--- src/throughput_clock_governor_unit_assert.svh ---
// ----------------------------------------------------------------------------
// Assertion macros for the throughput clock governor
// Concurrent checks that compile to nothing when ASSERT_OFF is defined.
// ----------------------------------------------------------------------------
`ifndef THROUGHPUT_CLOCK_GOVERNOR_UNIT_ASSERT_SVH
`define THROUGHPUT_CLOCK_GOVERNOR_UNIT_ASSERT_SVH

`ifndef ASSERT_OFF
// check a property on the rising clock, held off during reset
`define TCG_ASSERT(lbl, clk, rst_n, prop) \
  lbl: assert property (@(posedge clk) disable iff (!rst_n) prop) \
    else $error("tcg assertion failed");
// check a property on every rising clock, reset included
`define TCG_ASSERT_ALWAYS(lbl, clk, prop) \
  lbl: assert property (@(posedge clk) prop) \
    else $error("tcg assertion failed");
`else
`define TCG_ASSERT(lbl, clk, rst_n, prop)
`define TCG_ASSERT_ALWAYS(lbl, clk, prop)
`endif

`endif

--- src/tcg_pkg.sv ---
// ----------------------------------------------------------------------------
// Throughput clock governor package
// Request and result types, state encoding, frequency constants and lookups.
// ----------------------------------------------------------------------------
package tcg_pkg;

  localparam int RATE_BITS  = 32;
  localparam int COUNT_BITS = 22;
  localparam int ELAP_BITS  = 16;
  localparam int RATE_SHIFT = 10;
  localparam int TICK_BITS  = 16;
  localparam int CFG_BITS   = 63;
  localparam int LVL_BITS   = 2;
  localparam int FREQ_BITS  = 9;
  localparam int TCLS_BITS  = 2;

  localparam logic [LVL_BITS-1:0]  TOP_LEVEL  = 2'd3;
  localparam logic [LVL_BITS-1:0]  IDLE_LEVEL = 2'd0;
  localparam logic [TICK_BITS-1:0] TICK_MAX   = 16'hFFFF;

  localparam logic OP_TICK   = 1'b0;
  localparam logic OP_BUFFER = 1'b1;

  localparam logic [FREQ_BITS-1:0] FREQ_40  = 9'd40;
  localparam logic [FREQ_BITS-1:0] FREQ_80  = 9'd80;
  localparam logic [FREQ_BITS-1:0] FREQ_160 = 9'd160;
  localparam logic [FREQ_BITS-1:0] FREQ_240 = 9'd240;
  localparam logic [FREQ_BITS-1:0] FREQ_480 = 9'd480;

  localparam logic [1:0] BW_VHT80 = 2'd3;

  localparam logic [TCLS_BITS-1:0] TCLS_IDLE   = 2'd0;
  localparam logic [TCLS_BITS-1:0] TCLS_MEDIUM = 2'd1;
  localparam logic [TCLS_BITS-1:0] TCLS_BUSY   = 2'd2;

  // configuration register indexes
  typedef enum logic [2:0] {
    CFG_BA_LIMITS    = 3'd0,
    CFG_PLAIN_LIMITS = 3'd1,
    CFG_BUSY_TICKS   = 3'd2,
    CFG_IDLE_TICKS   = 3'd3,
    CFG_BUF_MARK     = 3'd4,
    CFG_AUTO_EN      = 3'd5,
    CFG_PS_EN        = 3'd6
  } tcg_cfg_idx_e;

  typedef enum logic [1:0] {
    ST_IDLE,
    ST_DIV,
    ST_CLASS,
    ST_UPDATE
  } tcg_state_e;

  typedef struct packed {
    logic                  opcode;
    logic [COUNT_BITS-1:0] packet_count;
    logic [ELAP_BITS-1:0]  elapsed_ms;
    logic                  ba_active;
    logic [1:0]            bw_class;
    logic [15:0]           free_buffers;
  } tcg_in_t;

  typedef struct packed {
    logic                 freq_changed;
    logic [FREQ_BITS-1:0] cpu_freq_mhz;
    logic [LVL_BITS-1:0]  active_level;
    logic [LVL_BITS-1:0]  wanted_level;
    logic [TCLS_BITS-1:0] timeout_class;
    logic [RATE_BITS-1:0] rate_value;
  } tcg_out_t;

  // frequency for a bandwidth class and level
  function automatic logic [FREQ_BITS-1:0] freq_lookup(logic [1:0] bw,
                                                      logic [LVL_BITS-1:0] lvl);
    logic [FREQ_BITS-1:0] f;
    case (lvl)
      2'd0:    f = (bw == BW_VHT80) ? FREQ_80 : FREQ_40;
      2'd1:    f = FREQ_160;
      2'd2:    f = FREQ_240;
      default: f = FREQ_480;
    endcase
    return f;
  endfunction

  // power timer class implied by a frequency
  function automatic logic [TCLS_BITS-1:0] timeout_of(logic [FREQ_BITS-1:0] f);
    logic [TCLS_BITS-1:0] c;
    if (f < FREQ_80) begin
      c = TCLS_IDLE;
    end else if (f < FREQ_160) begin
      c = TCLS_MEDIUM;
    end else begin
      c = TCLS_BUSY;
    end
    return c;
  endfunction

endpackage

--- src/tcg_div.sv ---
// ----------------------------------------------------------------------------
// Bit-serial rate divider
// Restoring division of a 32-bit dividend by a 16-bit divisor, one quotient
// bit per cycle, shifted through a single dividend/quotient register.
// ----------------------------------------------------------------------------
`include "throughput_clock_governor_unit_assert.svh"

module tcg_div
  import tcg_pkg::*;
(
  input  logic                 clk_i,
  input  logic                 rst_ni,
  input  logic                 start_i,
  input  logic [RATE_BITS-1:0] dividend_i,
  input  logic [ELAP_BITS-1:0] divisor_i,
  output logic                 done_o,
  output logic [RATE_BITS-1:0] quotient_o
);

  localparam int CNT_BITS = $clog2(RATE_BITS);
  localparam logic [CNT_BITS-1:0] LAST_STEP = CNT_BITS'(RATE_BITS - 1);

  logic                 busy_q, busy_d;
  logic [CNT_BITS-1:0]  cnt_q, cnt_d;
  logic [RATE_BITS-1:0] dq_q, dq_d;
  logic [ELAP_BITS-1:0] rem_q, rem_d;
  logic [ELAP_BITS-1:0] dvs_q, dvs_d;
  logic [ELAP_BITS:0]   rem_sh;
  logic [ELAP_BITS:0]   rem_sub;
  logic                 qbit;

  // shift in the next dividend bit and try the subtract
  assign rem_sh  = {rem_q, dq_q[RATE_BITS-1]};
  assign rem_sub = rem_sh - {1'b0, dvs_q};
  assign qbit    = (rem_sh >= {1'b0, dvs_q});

  always_comb begin
    busy_d = busy_q;
    cnt_d  = cnt_q;
    dq_d   = dq_q;
    rem_d  = rem_q;
    dvs_d  = dvs_q;
    if (start_i) begin
      busy_d = 1'b1;
      cnt_d  = '0;
      dq_d   = dividend_i;
      rem_d  = '0;
      dvs_d  = divisor_i;
    end else if (busy_q) begin
      dq_d  = {dq_q[RATE_BITS-2:0], qbit};
      rem_d = qbit ? rem_sub[ELAP_BITS-1:0] : rem_sh[ELAP_BITS-1:0];
      cnt_d = cnt_q + 1'b1;
      if (cnt_q == LAST_STEP) begin
        busy_d = 1'b0;
      end
    end
  end

  // hold control state
  always_ff @(posedge clk_i or negedge rst_ni) begin
    if (!rst_ni) begin
      busy_q <= 1'b0;
      cnt_q  <= '0;
    end else begin
      busy_q <= busy_d;
      cnt_q  <= cnt_d;
    end
  end

  // advance the datapath
  always_ff @(posedge clk_i) begin
    dq_q  <= dq_d;
    rem_q <= rem_d;
    dvs_q <= dvs_d;
  end

  assign done_o     = busy_q && (cnt_q == LAST_STEP);
  assign quotient_o = {dq_q[RATE_BITS-2:0], qbit};

  `TCG_ASSERT(a_start_idle, clk_i, rst_ni, start_i |-> !busy_q)
  `TCG_ASSERT(a_done_pulse, clk_i, rst_ni, done_o |=> !done_o)
  `TCG_ASSERT(a_done_busy, clk_i, rst_ni, done_o |=> !busy_q)

endmodule

--- src/throughput_clock_governor_unit.sv ---
// ----------------------------------------------------------------------------
// Throughput clock governor
// Selects a CPU clock level from traffic rate ticks and free buffer reports.
// ----------------------------------------------------------------------------
// Usage:
//   Requests enter on in_valid_i/in_stall_o/in_data_i. opcode 0 is a rate
//   tick, opcode 1 a free buffer report. Each request yields exactly one
//   result on out_valid_o/out_stall_i/out_data_o, in request order.
//   A tick with nonzero elapsed_ms runs a bit-serial divider for
//   (packet_count * 1024) / elapsed_ms, one quotient bit per cycle.
//   One request is in flight at a time; the next can be accepted in the
//   same cycle that the result is offered.
//   The result sits in an output register; the next request is accepted
//   while it waits, and the new request waits at its last step while the
//   receiver stalls.
//   Configuration writes on cfg_valid_i/cfg_ready_o are always taken and
//   are meant for idle periods. Reset restores configuration and control
//   registers: automatic selection on, level idle, 40 MHz applied.
// ----------------------------------------------------------------------------
`include "throughput_clock_governor_unit_assert.svh"

module throughput_clock_governor_unit
  import tcg_pkg::*;
#(
  parameter int LIMIT_BITS = 21
) (
  input  logic                clk_i,
  input  logic                rst_ni,
  input  logic                in_valid_i,
  output logic                in_stall_o,
  input  tcg_in_t             in_data_i,
  output logic                out_valid_o,
  input  logic                out_stall_i,
  output tcg_out_t            out_data_o,
  input  logic                cfg_valid_i,
  output logic                cfg_ready_o,
  input  logic [2:0]          cfg_index_i,
  input  logic [CFG_BITS-1:0] cfg_data_i
);

  localparam int LIM_W = 3 * LIMIT_BITS;

  // configuration
  logic [LIM_W-1:0]     ba_lim_q, plain_lim_q;
  logic [TICK_BITS-1:0] busy_ticks_q, idle_ticks_q, buf_mark_q;
  logic                 auto_en_q, ps_en_q;

  // governor state
  tcg_state_e           state_q, state_d;
  tcg_in_t              item_q;
  logic [RATE_BITS-1:0] rate_q;
  logic [LVL_BITS-1:0]  class_q;
  logic [LVL_BITS-1:0]  applied_q, applied_d;
  logic [LVL_BITS-1:0]  req_q, req_d;
  logic [TICK_BITS-1:0] dcnt_q, dcnt_d;
  logic [FREQ_BITS-1:0] freq_q, freq_d;
  logic [TCLS_BITS-1:0] tcls_q, tcls_d;
  logic                 out_valid_q;
  tcg_out_t             out_q;

  logic                 accept;
  logic                 div_start, div_done;
  logic [RATE_BITS-1:0] div_quot;
  logic                 do_update;
  logic                 changed;
  logic [LVL_BITS-1:0]  new_level;
  logic [LVL_BITS-1:0]  class_d;
  logic [LIM_W-1:0]     lim_sel;
  logic [RATE_BITS-1:0] t1, t2, t3;
  logic [TICK_BITS-1:0] dcnt_inc, dn_limit;

  assign accept      = in_valid_i && !in_stall_o;
  assign in_stall_o  = (state_q != ST_IDLE);
  assign cfg_ready_o = 1'b1;
  assign div_start   = accept && (in_data_i.opcode == OP_TICK) &&
                       (in_data_i.elapsed_ms != '0);

  tcg_div u_div (
    .clk_i      (clk_i),
    .rst_ni     (rst_ni),
    .start_i    (div_start),
    .dividend_i ({in_data_i.packet_count, RATE_SHIFT'(0)}),
    .divisor_i  (in_data_i.elapsed_ms),
    .done_o     (div_done),
    .quotient_o (div_quot)
  );

  // write configuration registers
  always_ff @(posedge clk_i or negedge rst_ni) begin
    if (!rst_ni) begin
      ba_lim_q     <= '0;
      plain_lim_q  <= '0;
      busy_ticks_q <= '0;
      idle_ticks_q <= '0;
      buf_mark_q   <= '0;
      auto_en_q    <= 1'b1;
      ps_en_q      <= 1'b0;
    end else if (cfg_valid_i && cfg_ready_o) begin
      case (cfg_index_i)
        CFG_BA_LIMITS:    ba_lim_q     <= cfg_data_i[LIM_W-1:0];
        CFG_PLAIN_LIMITS: plain_lim_q  <= cfg_data_i[LIM_W-1:0];
        CFG_BUSY_TICKS:   busy_ticks_q <= cfg_data_i[TICK_BITS-1:0];
        CFG_IDLE_TICKS:   idle_ticks_q <= cfg_data_i[TICK_BITS-1:0];
        CFG_BUF_MARK:     buf_mark_q   <= cfg_data_i[TICK_BITS-1:0];
        CFG_AUTO_EN:      auto_en_q    <= cfg_data_i[0];
        CFG_PS_EN:        ps_en_q      <= cfg_data_i[0];
        default: ;
      endcase
    end
  end

  // classify the last rate against the selected threshold set
  assign lim_sel = item_q.ba_active ? ba_lim_q : plain_lim_q;
  assign t1 = RATE_BITS'(lim_sel[LIMIT_BITS-1:0]);
  assign t2 = RATE_BITS'(lim_sel[2*LIMIT_BITS-1:LIMIT_BITS]);
  assign t3 = RATE_BITS'(lim_sel[LIM_W-1:2*LIMIT_BITS]);

  always_comb begin
    if (rate_q <= t1) begin
      class_d = 2'd0;
    end else if (rate_q <= t2) begin
      class_d = 2'd1;
    end else if (rate_q <= t3) begin
      class_d = 2'd2;
    end else begin
      class_d = TOP_LEVEL;
    end
  end

  assign dcnt_inc = (dcnt_q == TICK_MAX) ? dcnt_q : dcnt_q + 1'b1;
  assign dn_limit = (item_q.packet_count != '0) ? busy_ticks_q : idle_ticks_q;
  assign do_update = (state_q == ST_UPDATE) && !(out_valid_q && out_stall_i);

  // sequence the request and work out the level decision
  always_comb begin
    state_d   = state_q;
    req_d     = req_q;
    dcnt_d    = dcnt_q;
    changed   = 1'b0;
    new_level = applied_q;
    case (state_q)
      ST_IDLE: begin
        if (accept) begin
          state_d = div_start ? ST_DIV : ST_CLASS;
        end
      end
      ST_DIV: begin
        if (div_done) begin
          state_d = ST_CLASS;
        end
      end
      ST_CLASS: begin
        state_d = ST_UPDATE;
      end
      ST_UPDATE: begin
        if (do_update) begin
          state_d = ST_IDLE;
          if (item_q.opcode == OP_TICK) begin
            if (auto_en_q) begin
              req_d = class_q;
              if (class_q == applied_q) begin
                dcnt_d = '0;
              end else if (class_q < applied_q) begin
                // lower only after enough consecutive ticks
                if (dcnt_inc >= dn_limit) begin
                  dcnt_d    = '0;
                  changed   = 1'b1;
                  new_level = class_q;
                end else begin
                  dcnt_d = dcnt_inc;
                end
              end else begin
                // raise straight to the top level
                dcnt_d    = '0;
                req_d     = TOP_LEVEL;
                changed   = 1'b1;
                new_level = TOP_LEVEL;
              end
            end
          end else if (auto_en_q && ps_en_q && (applied_q != TOP_LEVEL) &&
                       ({1'b0, item_q.free_buffers} <= {1'b0, buf_mark_q} + 17'd1)) begin
            req_d     = TOP_LEVEL;
            changed   = 1'b1;
            new_level = TOP_LEVEL;
          end
        end
      end
      default: state_d = ST_IDLE;
    endcase
  end

  // apply a level change
  always_comb begin
    applied_d = applied_q;
    freq_d    = freq_q;
    tcls_d    = tcls_q;
    if (changed) begin
      applied_d = new_level;
      freq_d    = freq_lookup(item_q.bw_class, new_level);
      tcls_d    = timeout_of(freq_d);
    end
  end

  // hold control and governor state
  always_ff @(posedge clk_i or negedge rst_ni) begin
    if (!rst_ni) begin
      state_q     <= ST_IDLE;
      rate_q      <= '0;
      applied_q   <= IDLE_LEVEL;
      req_q       <= IDLE_LEVEL;
      dcnt_q      <= '0;
      freq_q      <= FREQ_40;
      tcls_q      <= TCLS_IDLE;
      out_valid_q <= 1'b0;
    end else begin
      state_q   <= state_d;
      req_q     <= req_d;
      dcnt_q    <= dcnt_d;
      applied_q <= applied_d;
      freq_q    <= freq_d;
      tcls_q    <= tcls_d;
      if (div_done) begin
        rate_q <= div_quot;
      end
      if (do_update) begin
        out_valid_q <= 1'b1;
      end else if (!out_stall_i) begin
        out_valid_q <= 1'b0;
      end
    end
  end

  // capture the request, the class and the result payload
  always_ff @(posedge clk_i) begin
    if (accept) begin
      item_q <= in_data_i;
    end
    if (state_q == ST_CLASS) begin
      class_q <= class_d;
    end
    if (do_update) begin
      out_q.freq_changed  <= changed;
      out_q.cpu_freq_mhz  <= freq_d;
      out_q.active_level  <= applied_d;
      out_q.wanted_level  <= req_d;
      out_q.timeout_class <= tcls_d;
      out_q.rate_value    <= rate_q;
    end
  end

  assign out_valid_o = out_valid_q;
  assign out_data_o  = out_q;

  `TCG_ASSERT(a_change_settles, clk_i, rst_ni,
              (out_valid_o && out_data_o.freq_changed) |->
              (out_data_o.active_level == out_data_o.wanted_level))
  `TCG_ASSERT_ALWAYS(a_top_freq, clk_i,
                     (applied_q == TOP_LEVEL) |-> (freq_q == FREQ_480))
  `TCG_ASSERT(a_tcls_match, clk_i, rst_ni, tcls_q == timeout_of(freq_q))

endmodule
--- config.mk ---
export PLATFORM = sky130hd
export DESIGN_NAME = throughput_clock_governor_unit
export DESIGN_NICKNAME = d
export VERILOG_FILES = /design/src/tcg_pkg.sv /design/src/tcg_div.sv /design/src/throughput_clock_governor_unit.sv
export VERILOG_INCLUDE_DIRS = /design/src /design/src/src
export SDC_FILE = /design/constraint.sdc
export NUM_CORES = 1
export LEC_CHECK = 0
export ABC_AREA = 0
export BUFFER_PORTS_ARGS = -buffer_cell sky130_fd_sc_hd__buf_2
export CAP_MARGIN = 20
export CORE_MARGIN = 2
export CORE_UTILIZATION = 30
export CTS_CLUSTER_SIZE = 20
export DETAILED_ROUTE_END_ITERATION = 12
export PLACE_DENSITY_LB_ADDON = 0.05
export SLEW_MARGIN = 20
export SYNTH_ARGS = -nofsm -noshare
export SYNTH_HDL_FRONTEND = slang
export SYNTH_SLANG_ARGS = --single-unit
--- constraint.sdc ---
create_clock -name clk_i -period 5.6 [get_ports clk_i]
set_clock_uncertainty 0.1 [all_clocks]
set_input_delay 0.84 -clock clk_i [delete_from_list [all_inputs] [get_ports clk_i]]
set_output_delay 0.84 -clock clk_i [all_outputs]
set_load 0.02 [all_outputs]
==> results of run 1 <==
==> layout make-up <==
| class | instances | area (um2) |
|---|---|---|
| clock inverters | 17 | 166 |
| inverters | 51 | 191 |
| multi-input cells | 1017 | 8330 |
| clock buffers | 73 | 1480 |
| repair buffers | 204 | 1110 |
| flip-flops and latches | 404 | 10600 |
| fillers | 6307 | 41100 |
| well taps | 855 | 1070 |
==> state kept, by name, summed over array words and instances (netlist names), 32 cells and up <==
| signal | count |
|---|---|
| u_div.dq_q | 32 |
| ba_lim_q | 63 |
| plain_lim_q | 63 |
| rate_q | 32 |
| item_q | 42 |
| out_data_o | 48 |
==> cells by family after synthesis <==
family	synth area share
xor gates and xnor gates	0.0163
buffers and inverters	0.0206
muxes	0.173
DFF	0.550
adders and majority gates	0.0819
and+or+nand+nor	0.0891
other	0.000194
AOI/OAI and AO/OA	0.0687
==> worst max-delay path: cells and delay by family, from the launching register on <==
kind,cells,cell delay [ps]
xor+xnor,1,170
compound gates,6,1950
buf+inv,2,220
flops,1,430
simple gates,6,1170
fa+ha+maj,3,790
==> metrics by stage <==
stage               hold slack, ps  setup slack [ps]  total power [mW]
floorplan                      333               922              6.64
global placement               361               435              7.76
detailed placement             363               376              7.81
CTS                            125               344              11.1
global route                   151              59.1              11.7
finish                         109               498              10.9
==> power breakdown <==
part / total [mW] / switching [mW] / internal, mW
Combinational: 3.19 / 1.79 / 1.40
Clock: 3.22 / 1.27 / 1.95
Sequential: 4.49 / 0.559 / 3.93
Total: 10.9 / 3.62 / 7.29
==> layout by cell type, fill, tap and decap left out, types with 10 or more instances in the layout <==
| cell type | instances |
|---|---|
| a211oi_1 | 11 |
| a21o_1 | 12 |
| a21oi_1 | 45 |
| buf_2 | 177 |
| buf_4 | 24 |
| clkbuf_1 | 10 |
| clkbuf_16 | 51 |
| clkbuf_8 | 12 |
| dfrtp_1 | 244 |
| dfxtp_1 | 26 |
| edfxtp_1 | 130 |
| ha_1 | 125 |
| inv_1 | 48 |
| mux2_2 | 211 |
| mux2i_1 | 96 |
| nand2_1 | 94 |
| nand3_1 | 48 |
| nand4_1 | 29 |
| nor2_1 | 67 |
| nor2b_1 | 17 |
| nor3_1 | 18 |
| nor4_1 | 16 |
| o21a_1 | 14 |
| o21ai_0 | 54 |
| o31ai_1 | 11 |
| xnor2_1 | 15 |
| xor2_1 | 21 |
==> worst paths after layout <==
kind,from,to,depth (start not counted)
min in group clk_i,in_data_i[7],item_q[7],1
min reg2reg,rate_q[22],out_data_o[22],0
min,rst_ni,idle_ticks_q[4],1
max in group asynchronous,rst_ni,ba_lim_q[47],2
max,dcnt_q[0],out_data_o[41],18
max reg2reg,dcnt_q[0],out_data_o[41],18
==> per-layer routing <==
layer / track usage / vias to the layer above / share of wire
li1: - / 6040 / -
met1: 0.214 / 6301 / 0.45
met2: 0.278 / 241 / 0.48
met3: 0.0260 / 67 / 0.036
met4: 0.0511 / 2 / 0.026
met5: 0 / - / 0.00013
==> summary by stage, run 1 <==
Outcome
The run finished with clean final reports.

Routing
Dividing the detail-routed wire length by the instance count gives 20.5 um. The total number of vias is 12700. The first-iteration detailed-routing DRC count is 594. The first-pass iteration count of the detailed router is 5. After detailed routing, the number of remaining DRC violations is 0. The aggregate routed wire length is 53800 um.

The post-detailed-route via-to-cell ratio is 4.83. The count of nets left with antenna violations once routing finished came out at 0.

Synth
In the synthesized netlist the async set-or-reset flop fraction comes to 0.614. The proportion of netlist area held by the largest area contributor is 0.317. Yosys mapped a number of flops with a built-in enable equal to 130.

The number of nets produced by synthesis is 1780. Counting every instance in the synthesized netlist gives 1525. Counting distinct cell types in the post-synthesis netlist gives 76. The sequential area share after synthesis is 0.550. By count the netlist is led by 245 x dfrtp_1, 211 x mux2_2, 130 x edfxtp_1. The post-synthesis register bit count is 404.

Yosys instantiated no cell more often than dfrtp_1. The cell area after synthesis is 19300 um2. The cell taking the most area after synthesis is dfrtp_1. The Yosys warning count is 0. The post-synthesis average cell area is 12.7 um2.

The most used flip-flop cell after synthesis is dfrtp_1. By area the synthesized netlist is led by dfrtp_1 32%, edfxtp_1 20%, mux2_2 12%.

Global route
The maximum number of pins on one net before global-route repair is 129. The first-pass GRT wire length is 82900 um. The total congestion overflow after global routing is 0. For this run, the total global-route usage over all layers was measured as 0.164. The number of global-route vias before repair is 13400. The initial antenna violation count is 4.

Timing
Setup repair after global routing left no endpoint under its margin. The final-report hold violation count is 0. The slew of the pin with the lowest slew margin is 1060 ps. The clock period minus worst slack is 5100 ps. The worst pin sits at a relative slew slack of 0.296.

The max-slew violation count is 0. The highest clock frequency the design can meet is 0.196 GHz. In the finished design, the share of the clock period the worst path needs comes to 0.911. Setup violations remaining at the end of the flow were counted as 0.

The setup TNS is 0 ps.

Setup path
The setup path with the least slack is of type reg -> reg. The data arrival time of the critical path is 5340 ps. In this run the register-to-register setup slack is 500 ps.

Traced cell by cell, the critical path runs through ha_1 -> and2_1 -> nand3_1 -> nor4_4 -> buf_4 -> nor2_1 -> nand3_1 -> xnor2_1 -> ha_1 -> a211oi_1 -> o21ai_0 -> a32oi_2 -> nand4_1 -> a311oi_4 -> a211o_2 -> inv_1 -> ha_1 -> o41ai_1. The critical path's most frequent cell is ha_1. The category of the worst setup path launch point is a register. STA puts the critical path data required time at 5830 ps.

The slowest cell on the critical path is a311oi_4. The endpoint type of the worst setup path is a register. Along the worst path, the maximum fanout reaches 8. The delay of the slowest cell on the worst path is 560 ps.

Clock tree
CTS placed an instance of clkbuf_16 at the clock tree root. Buffers inserted during clock tree synthesis total 49. The depth of the CTS H-tree is 2. The clock insertion delay at the later pin of the skew report is 590 ps.

For this design, the CTS-stage hold fixing added 0 buffers. The longest clock path from root to sink contains 3 buffers. TritonCTS built the clock tree.

Counting every sink on the clock net gives 404. After clock tree synthesis, the repair step resized 0 gates. Clock-pin slew was measured on the worst setup and hold paths at 60 ps. Once the clock tree was built, the setup fixing pass inserted 0 buffers.

Worst hold path
The path class of the tightest hold or removal check is in -> async.

Placed design
The number of cells in the design after placement is 2528. The placed instances occupy a cell area of 21300 um2. The post-detailed-placement half-perimeter wirelength is 37300 um. The congestion estimate from routability-driven global placement came to 0.819. Input and output buffers added on the ports amount to 178.

Floorplan
The floorplan step defined a core boundary enclosing 64100 um2. The die outline area is 66500 um2. The number of top-level pins is 180. The effective utilization at floorplan is 0.302. The die is 258 um tall. After floorplanning, the core was divided into 93 placement rows. In this run the horizontal extent of the chip is 258 um.

Pwr
The power density over the cells is 475 nW/um2. VDD sags by at most 0.269 mV. The total leakage power is 10.0 nW.

Flow run
Max-cap violations in this run came to 0.

Final layout
The number of nets in the layout is 1982. From synthesis to final layout, the design area changed by 18.9%. Once layout is complete, the utilization of the core stands at 0.359. After routing the design area is 23000 um2.

The repair_antennas step left the layout with diodes totalling 0. The final standard cell count with taps included and fillers excluded is 2621. Of the cells placed in the final design, the portion with a size suffix greater than 1 is 0.290.
Power figures use the tool's default switching activity.
==> inputs of run 2 (changes only) <==
--- a/config.mk
+++ b/config.mk
@@ -10,7 +10,7 @@
 export BUFFER_PORTS_ARGS = -buffer_cell sky130_fd_sc_hd__buf_2
 export CAP_MARGIN = 20
 export CORE_MARGIN = 2
-export CORE_UTILIZATION = 30
+export CORE_UTILIZATION = 40
 export CTS_CLUSTER_SIZE = 20
 export DETAILED_ROUTE_END_ITERATION = 12
 export PLACE_DENSITY_LB_ADDON = 0.05
==> summary by stage, run 2 (synthesized netlist as in run 1, its figures left out) <==
Timing
Setup repair after global routing left no endpoint under its margin. The final-report hold violation count is 0 (unchanged). The setup TNS is 0 ps (unchanged).

The slew of the pin with the lowest slew margin is 1110 ps (+52.4 ps). The clock period minus worst slack was 5060 ps (-39.5 ps). The total setup violations reported at the end of the flow is 0 (unchanged). The headroom to the max-slew limit is 0.254 (-0.0417).

The post-route fraction of the period consumed by the critical path is 0.904 (-0.00704). The highest clock frequency the design can meet is 0.198 GHz (+0.78%). The worst hold slack is 162 ps (+53.0 ps). The max-slew violation count is 0 (unchanged).

Floorplan
The number of rows created at floorplan is 80 (-14%). The overall die height came to 224 um (-13%). The width of the die is 224 um (-13%). The number of top-level pins is 180 (unchanged).

The effective utilization at floorplan came to 0.405 (+0.103). The die outline area is 50100 um2 (-25%). The placeable core region came to 47700 um2 (-26%).

Routing
The first-iteration detailed-routing DRC count was 770 (+30%). The sum of routed wire segments on met1 is 21700 um (-11%). The post-detailed-route via-to-cell ratio came to 5.29 (+9.5%).

The first-pass iteration count of the detailed router is 5 (unchanged). The average wire length per cell after detail routing came to 20.3 um (-0.98%). The highest metal layer with signal wires is met5. The remaining antenna violation count after routing is 0 (unchanged).

The aggregate routed wire length is 48100 um (-11%). The total number of vias is 12500 (-1.1%). The length of routed met3 wiring is 2010 um (+3.9%). The remaining routing DRC violations is 0 (unchanged). The wire length on met2 came to 23300 um (-11%).

Global route
The first-pass GRT wire length is 75200 um (-9.3%). The total congestion overflow after global routing was 0 (unchanged). The all-layer global routing usage was 0.196 (+0.0320).

The number of global-route vias before repair is 13000 (-3.3%). The initial antenna violation count was 3 (-1). The maximum number of pins on one net before global-route repair is 113 (-12%).

Clock tree
The TritonCTS sink count is 404 (unchanged). The depth of the CTS H-tree was 2 (unchanged). The number of buffers inserted during clock tree synthesis is 46 (-6.1%). The clock insertion delay at the later pin of the skew report is 570 ps (-20 ps). The hold-fix buffer count after cts was 0 (unchanged). The number of post-CTS setup repair buffers is 0 (unchanged). The clock tree from TritonCTS is yes. The number of gates resized after CTS is 0 (unchanged). The maximum clock insertion buffer count is 3 (unchanged).

The clock-pin slew on the worst setup and hold paths came to 60 ps (about the same). The cell at the root of the clock tree is clkbuf_16.

Placed design
The weighted congestion at the end of routability-driven global placement is 0.828 (+1.2%). The post-detailed-placement half-perimeter wirelength was 33600 um (-10%). The count of input and output buffers came to 178 (unchanged).

Setup path
The worst setup path is launched from a register. The required time reported for the critical path endpoint is 5890 ps (+60 ps). The data arrival time of the critical path is 5350 ps (about the same).

The kind of critical path is reg -> reg. The largest fanout on the critical path is 8 (unchanged). The worst setup path is captured at a register.

Final layout
Leaving out fill and tap cells, the most frequent cell in the layout is dfrtp_1. The register area is 10600 um2 (unchanged). The library cells used most frequently in the layout, excluding fill and tap cells, are 244 x dfrtp_1, 211 x mux2_2, 177 x buf_2, 130 x edfxtp_1, 125 x ha_1. The number of filler instances in the final layout is 4394 (-30%). The number of nets in the layout is 1971 (-0.55%).

The multi-input combinational cell area is 8330 um2 (unchanged). The area growth from synthesis to layout is 16.5%. The post-layout utilization of the core is 0.472 (+0.113). The layout cell share with drive strength beyond 1 is 0.285 (-0.00526). The number of antenna diodes is 0 (unchanged).

Worst hold path
The type of the most critical hold path is in -> async.

Flow run
The count of max-cap constraint violations is 0 (unchanged).

Pwr
The power density over the cells is 472 nW/um2 (-0.62%). The total leakage power is 9.91 nW (-1.0%). The largest vdd supply drop is 0.226 mV (-16%).

Outcome
The run finished with clean final reports.
## run 2: cell types whose count changed in the layout (fill, tap and decap cells not counted), sizes merged
cell      before  now
buf          204  196
bufinv         3    1
clkbuf        73   74
clkinv        15    8
clkinvlp       0    1
inv           50   52
## run 2: where the power goes
| group | total, mW | internal (mW) | switching [mW] |
|---|---|---|---|
| Clock | 3.00 | 1.80 | 1.19 |
| Sequential | 4.46 | 3.93 | 0.530 |
| Combinational | 3.16 | 1.39 | 1.77 |
## run 2: layout make-up
| class | count | area share |
|---|---|---|
| clock buffers | 74 | 0.0639 |
| clock inverters | 11 | 0.00406 |
| inverters | 51 | 0.00850 |
| multi-input cells | 1017 | 0.370 |
| flip-flops and latches | 404 | 0.472 |
| well taps | 615 | 0.0342 |
| repair buffers | 196 | 0.0471 |
## run 2: final timing paths
| kind | startpoint | to | slack (ps) | cells past startpoint |
|---|---|---|---|---|
| worst min-delay path | rst_ni | idle_ticks_q[1] | 160 | 1 |
| worst max-delay path | dcnt_q[3] | out_data_o[44] | 540 | 17 |
| max in group asynchronous | rst_ni | u_div.busy_q | 4090 | 2 |
| worst max register to register | dcnt_q[3] | out_data_o[44] | 540 | 17 |
| worst min register to register | rate_q[23] | out_data_o[23] | 370 | 0 |
| min in group clk_i | in_data_i[6] | item_q[6] | 340 | 1 |
## run 2: worst max-delay path: stages (launching register included)
cell and delay (ps):
dfrtp_1 460, and4_1 250, nand4_1 240, nor4_4 520, nor2_1 220, nand3_1 180
xnor2_1 160, ha_1 280, a211oi_1 200, o21ai_0 150, a32oi_2 240, nand4_1 240
a311oi_4 580, a211o_2 270, ha_1 180, nand3_1 110, mux2_2 280, a31oi_1 200
## run 2: metal layers
metal | global-route usage | up-vias
met1 | 0.259 | 6213
met4 | 0.0555 | 4
met2 | 0.332 | 212
met5 | 0 | -
met3 | 0.0328 | 64
li1 | - | 6023
## run 2: per-stage QoR
step                      power [mW]  setup WS [ps]  cells  area, um2
final                           10.6            538   2368      22500
after global routing            11.4           11.8   2368      22500
after CTS                       10.8            460   2368      22500
after detailed placement        7.71            497   2283      21000
after global placement          7.65            585   2283      21000
after floorplan                 6.64            922   1525      19300
==> inputs of run 3 (changes only) <==
--- a/config.mk
+++ b/config.mk
@@ -17,4 +17,5 @@
 export SLEW_MARGIN = 20
 export SYNTH_ARGS = -nofsm -noshare
 export SYNTH_HDL_FRONTEND = slang
+export SYNTH_HIERARCHICAL = 1
 export SYNTH_SLANG_ARGS = --single-unit
==> summary by stage, run 3 <==
Floorplan
The number of top-level pins is 180 (unchanged). The placeable core region is 49000 um2 (+2.5%). The overall die height is 227 um (+1.3%).

The number of rows created at floorplan is 81 (+1.3%). The effective utilization at floorplan is 0.405 (+0.000410). The die outline area is 51400 um2 (+2.6%).

The width of the die is 227 um (+1.3%).

Routing
The average wire length per cell after detail routing is 20.7 um (+1.8%). The first-pass iteration count of the detailed router was 5 (unchanged). The post-detailed-route via-to-cell ratio is 5.23 (-1.1%). The remaining antenna violation count after routing is 0 (unchanged). The aggregate routed wire length is 49500 um (+2.8%). The first-iteration detailed-routing DRC count is 850 (+10%). The remaining routing DRC violations is 0 (unchanged). The total number of vias came to 12500 (-0.22%).

Timing
The total setup violations reported at the end of the flow is 0 (unchanged). Setup repair after global routing left no endpoint under its margin. The slew of the pin with the lowest slew margin is 1010 ps (-99.8 ps).

The clock period minus worst slack is 5020 ps (-41.9 ps). The headroom to the max-slew limit is 0.328 (+0.0734). The final-report hold violation count is 0 (unchanged).

The setup TNS was 0 ps (unchanged). The post-route fraction of the period consumed by the critical path is 0.896 (-0.00749). The worst hold slack was 101 ps (-61.0 ps). The max-slew violation count was 0 (unchanged). The highest clock frequency the design can meet was 0.199 GHz (+0.84%).

Synth
The sequential area share after synthesis came to 0.541 (-0.00904). The largest total area in the synthesized netlist belongs to dfrtp_1. After synthesis, the cell types taking the most area are dfrtp_1 31%, edfxtp_1 21%, mux2_2 14%. Ranked by instance count, the synthesized netlist is headed by 245 x dfrtp_1, 245 x mux2_2, 140 x edfxtp_1. The post-synthesis register bit count is 404 (unchanged). The number of enable-type register cells in the synthesized netlist is 140 (+7.7%).

The synthesized netlist cell count is 1517 (-0.52%). The cell area after synthesis was 19800 um2 (+2.6%). The Yosys warning count was 6 (+6). The post-synthesis cell type count is 83 (+9.2%).

The post-synthesis average cell area came to 13.1 um2 (+3.2%). The proportion of netlist area held by the largest area contributor is 0.309 (-0.00812). Among all flip-flop cells after synthesis, the most frequent one is dfrtp_1. The async set-or-reset flop fraction in the synthesized netlist is 0.614 (unchanged).

Pwr
The total internal power was 5.51 mW (-23%). The total leakage power was 9.87 nW (-0.45%). The largest vdd supply drop is 0.153 mV (-32%). The relative contribution of combinational cells to total power is 0.106 (-0.192). The total power after layout is 7.27 mW (-32%). The proportion of total power due to net switching was 0.241 (-0.0878). The part of the total power dissipated in the clock network was 0.414 (+0.132). The net switching power came to 1.75 mW (-50%).

The power density over the cells came to 318 nW/um2 (-33%). The sequential share of power was 0.480 (+0.060).

Final layout
The layout cell share with drive strength beyond 1 is 0.320 (+0.0346). The post-layout utilization of the core is 0.467 (-0.00486). The number of antenna diodes is 0 (unchanged). The area growth from synthesis to layout is 15.2%.

Leaving out fill and tap cells, the most frequent cells in the layout are 245 x mux2_2, 245 x dfrtp_1, 177 x buf_2, 140 x edfxtp_1, 125 x ha_1. The number of nets in the layout came to 1943 (-1.4%).

Global route
The first-pass GRT wire length is 75800 um (+0.79%). The maximum number of pins on one net before global-route repair is 120 (+6.2%). The number of global-route vias before repair came to 12700 (-1.9%). The total congestion overflow after global routing came to 0 (unchanged). The all-layer global routing usage came to 0.196 (about the same).

The initial antenna violation count was 6 (+3).

Setup path
The register-to-register setup slack was 580 ps (+40 ps). The largest fanout on the critical path is 16 (+8). The reg-to-reg endpoint is out_data_o[32]. The category of the worst setup path launch point is a register. The worst flop-to-flop path startpoint is item_q[39]. STA classifies the critical path endpoint as a register. The most critical setup path has its startpoint at item_q[39]. The data arrival time of the critical path is 5360 ps (about the same). The worst reg2reg path depth is 18 (+1). The required time reported for the critical path endpoint is 5940 ps (+50 ps). The kind of critical path is reg -> reg.

Clock tree
The number of post-CTS setup repair buffers is 0 (unchanged). The TritonCTS sink count is 404 (unchanged). The clock tree from TritonCTS is yes. The number of gates resized after CTS is 0 (unchanged). The hold-fix buffer count after cts is 0 (unchanged). The depth of the CTS H-tree was 2 (unchanged). The maximum clock insertion buffer count came to 3 (unchanged). The clock-pin slew on the worst setup and hold paths is 60 ps (about the same).

The number of buffers inserted during clock tree synthesis came to 46 (unchanged). The clock insertion delay at the later pin of the skew report was 580 ps (about the same). The cell at the root of the clock tree is clkbuf_16.

Worst hold path
The type of the most critical hold path is in -> async.

Placed design
The weighted congestion at the end of routability-driven global placement is 0.819 (-1.1%). The post-detailed-placement half-perimeter wirelength was 34900 um (+3.9%). The count of input and output buffers is 178 (unchanged).

Outcome
The flow ran to the end, and the final reports show no timing, DRC or antenna violations.

Flow run
The count of max-cap constraint violations is 0 (unchanged).
[run 3: cell families after synthesis]
kind of cell / after synthesis / share of synthesized area
XOR/XNOR: 36 / 0.0159
adder cells (fa/ha/maj): 126 / 0.0798
AND/OR/NAND/NOR: 284 / 0.0742
multiplexers: 324 / 0.179
other: 2 / 0.000378
AO/OA/AOI/OAI: 214 / 0.0784
buffers and inverters: 127 / 0.0315
flip-flops: 404 / 0.541
[run 3: how the worst max path moves through the flow]
stage	endpoint	slack, ps
4_1_cts	out_data_o[32]	530
6_report	out_data_o[32]	580
3_5_place_dp	out_data_o[32]	560
2_1_floorplan	out_data_o[32]	1160
5_1_grt	out_data_o[32]	240
3_3_place_gp	out_data_o[32]	700
[run 3: final cells by class]
type	count	area, um2
clock buffer	62	1290
timing repair buffer	195	1060
tap	664	831
clock inverter	24	224
fill	4467	26100
inverter	46	173
multi-input combinational	995	8540
sequential	404	10700
[run 3: layer usage]
layer | wire (um) | global-route usage | vias to the layer above
met2 | 22600 | 0.305 | 197
met3 | 1890 | 0.0303 | 73
met5 | 55 | 0 | -
li1 | - | - | 5955
met1 | 23800 | 0.282 | 6255
met4 | 1110 | 0.0577 | 8
[run 3: through the flow]
| stage | setup WS, ps | cells | area [um2] |
|---|---|---|---|
| global placement | 698 | 2303 | 21300 |
| floorplan | 1160 | 1526 | 19900 |
| finish | 580 | 2390 | 22900 |
| detailed placement | 562 | 2303 | 21300 |
| global route | 244 | 2390 | 22900 |
| CTS | 532 | 2389 | 22800 |
[run 3: power groups by stage]
stage / registers [mW] / logic, mW / clock network, mW
2_1_floorplan: 3.49 / 0.547 / 0
3_3_place_gp: 3.54 / 0.758 / 0
3_5_place_dp: 3.55 / 0.783 / 0
4_1_cts: 3.49 / 0.786 / 3.11
5_1_grt: 3.53 / 0.872 / 3.23
6_report: 3.49 / 0.771 / 3.00
[run 3: worst max-delay path, stage by stage, from the launching register on]
cell      delay [ps]
edfxtp_1         350
or4_1            580
nor4_4           550
buf_4            350
mux2i_1          260
ha_1             270
nand3_1          110
nor3_1            60
o31a_1           110
o41a_1           520
a21oi_4          300
nand2_4          170
o22ai_4          240
inv_2             70
ha_1             270
nor2_1           140
nand2_1           70
a211oi_1         170
a32o_1           170
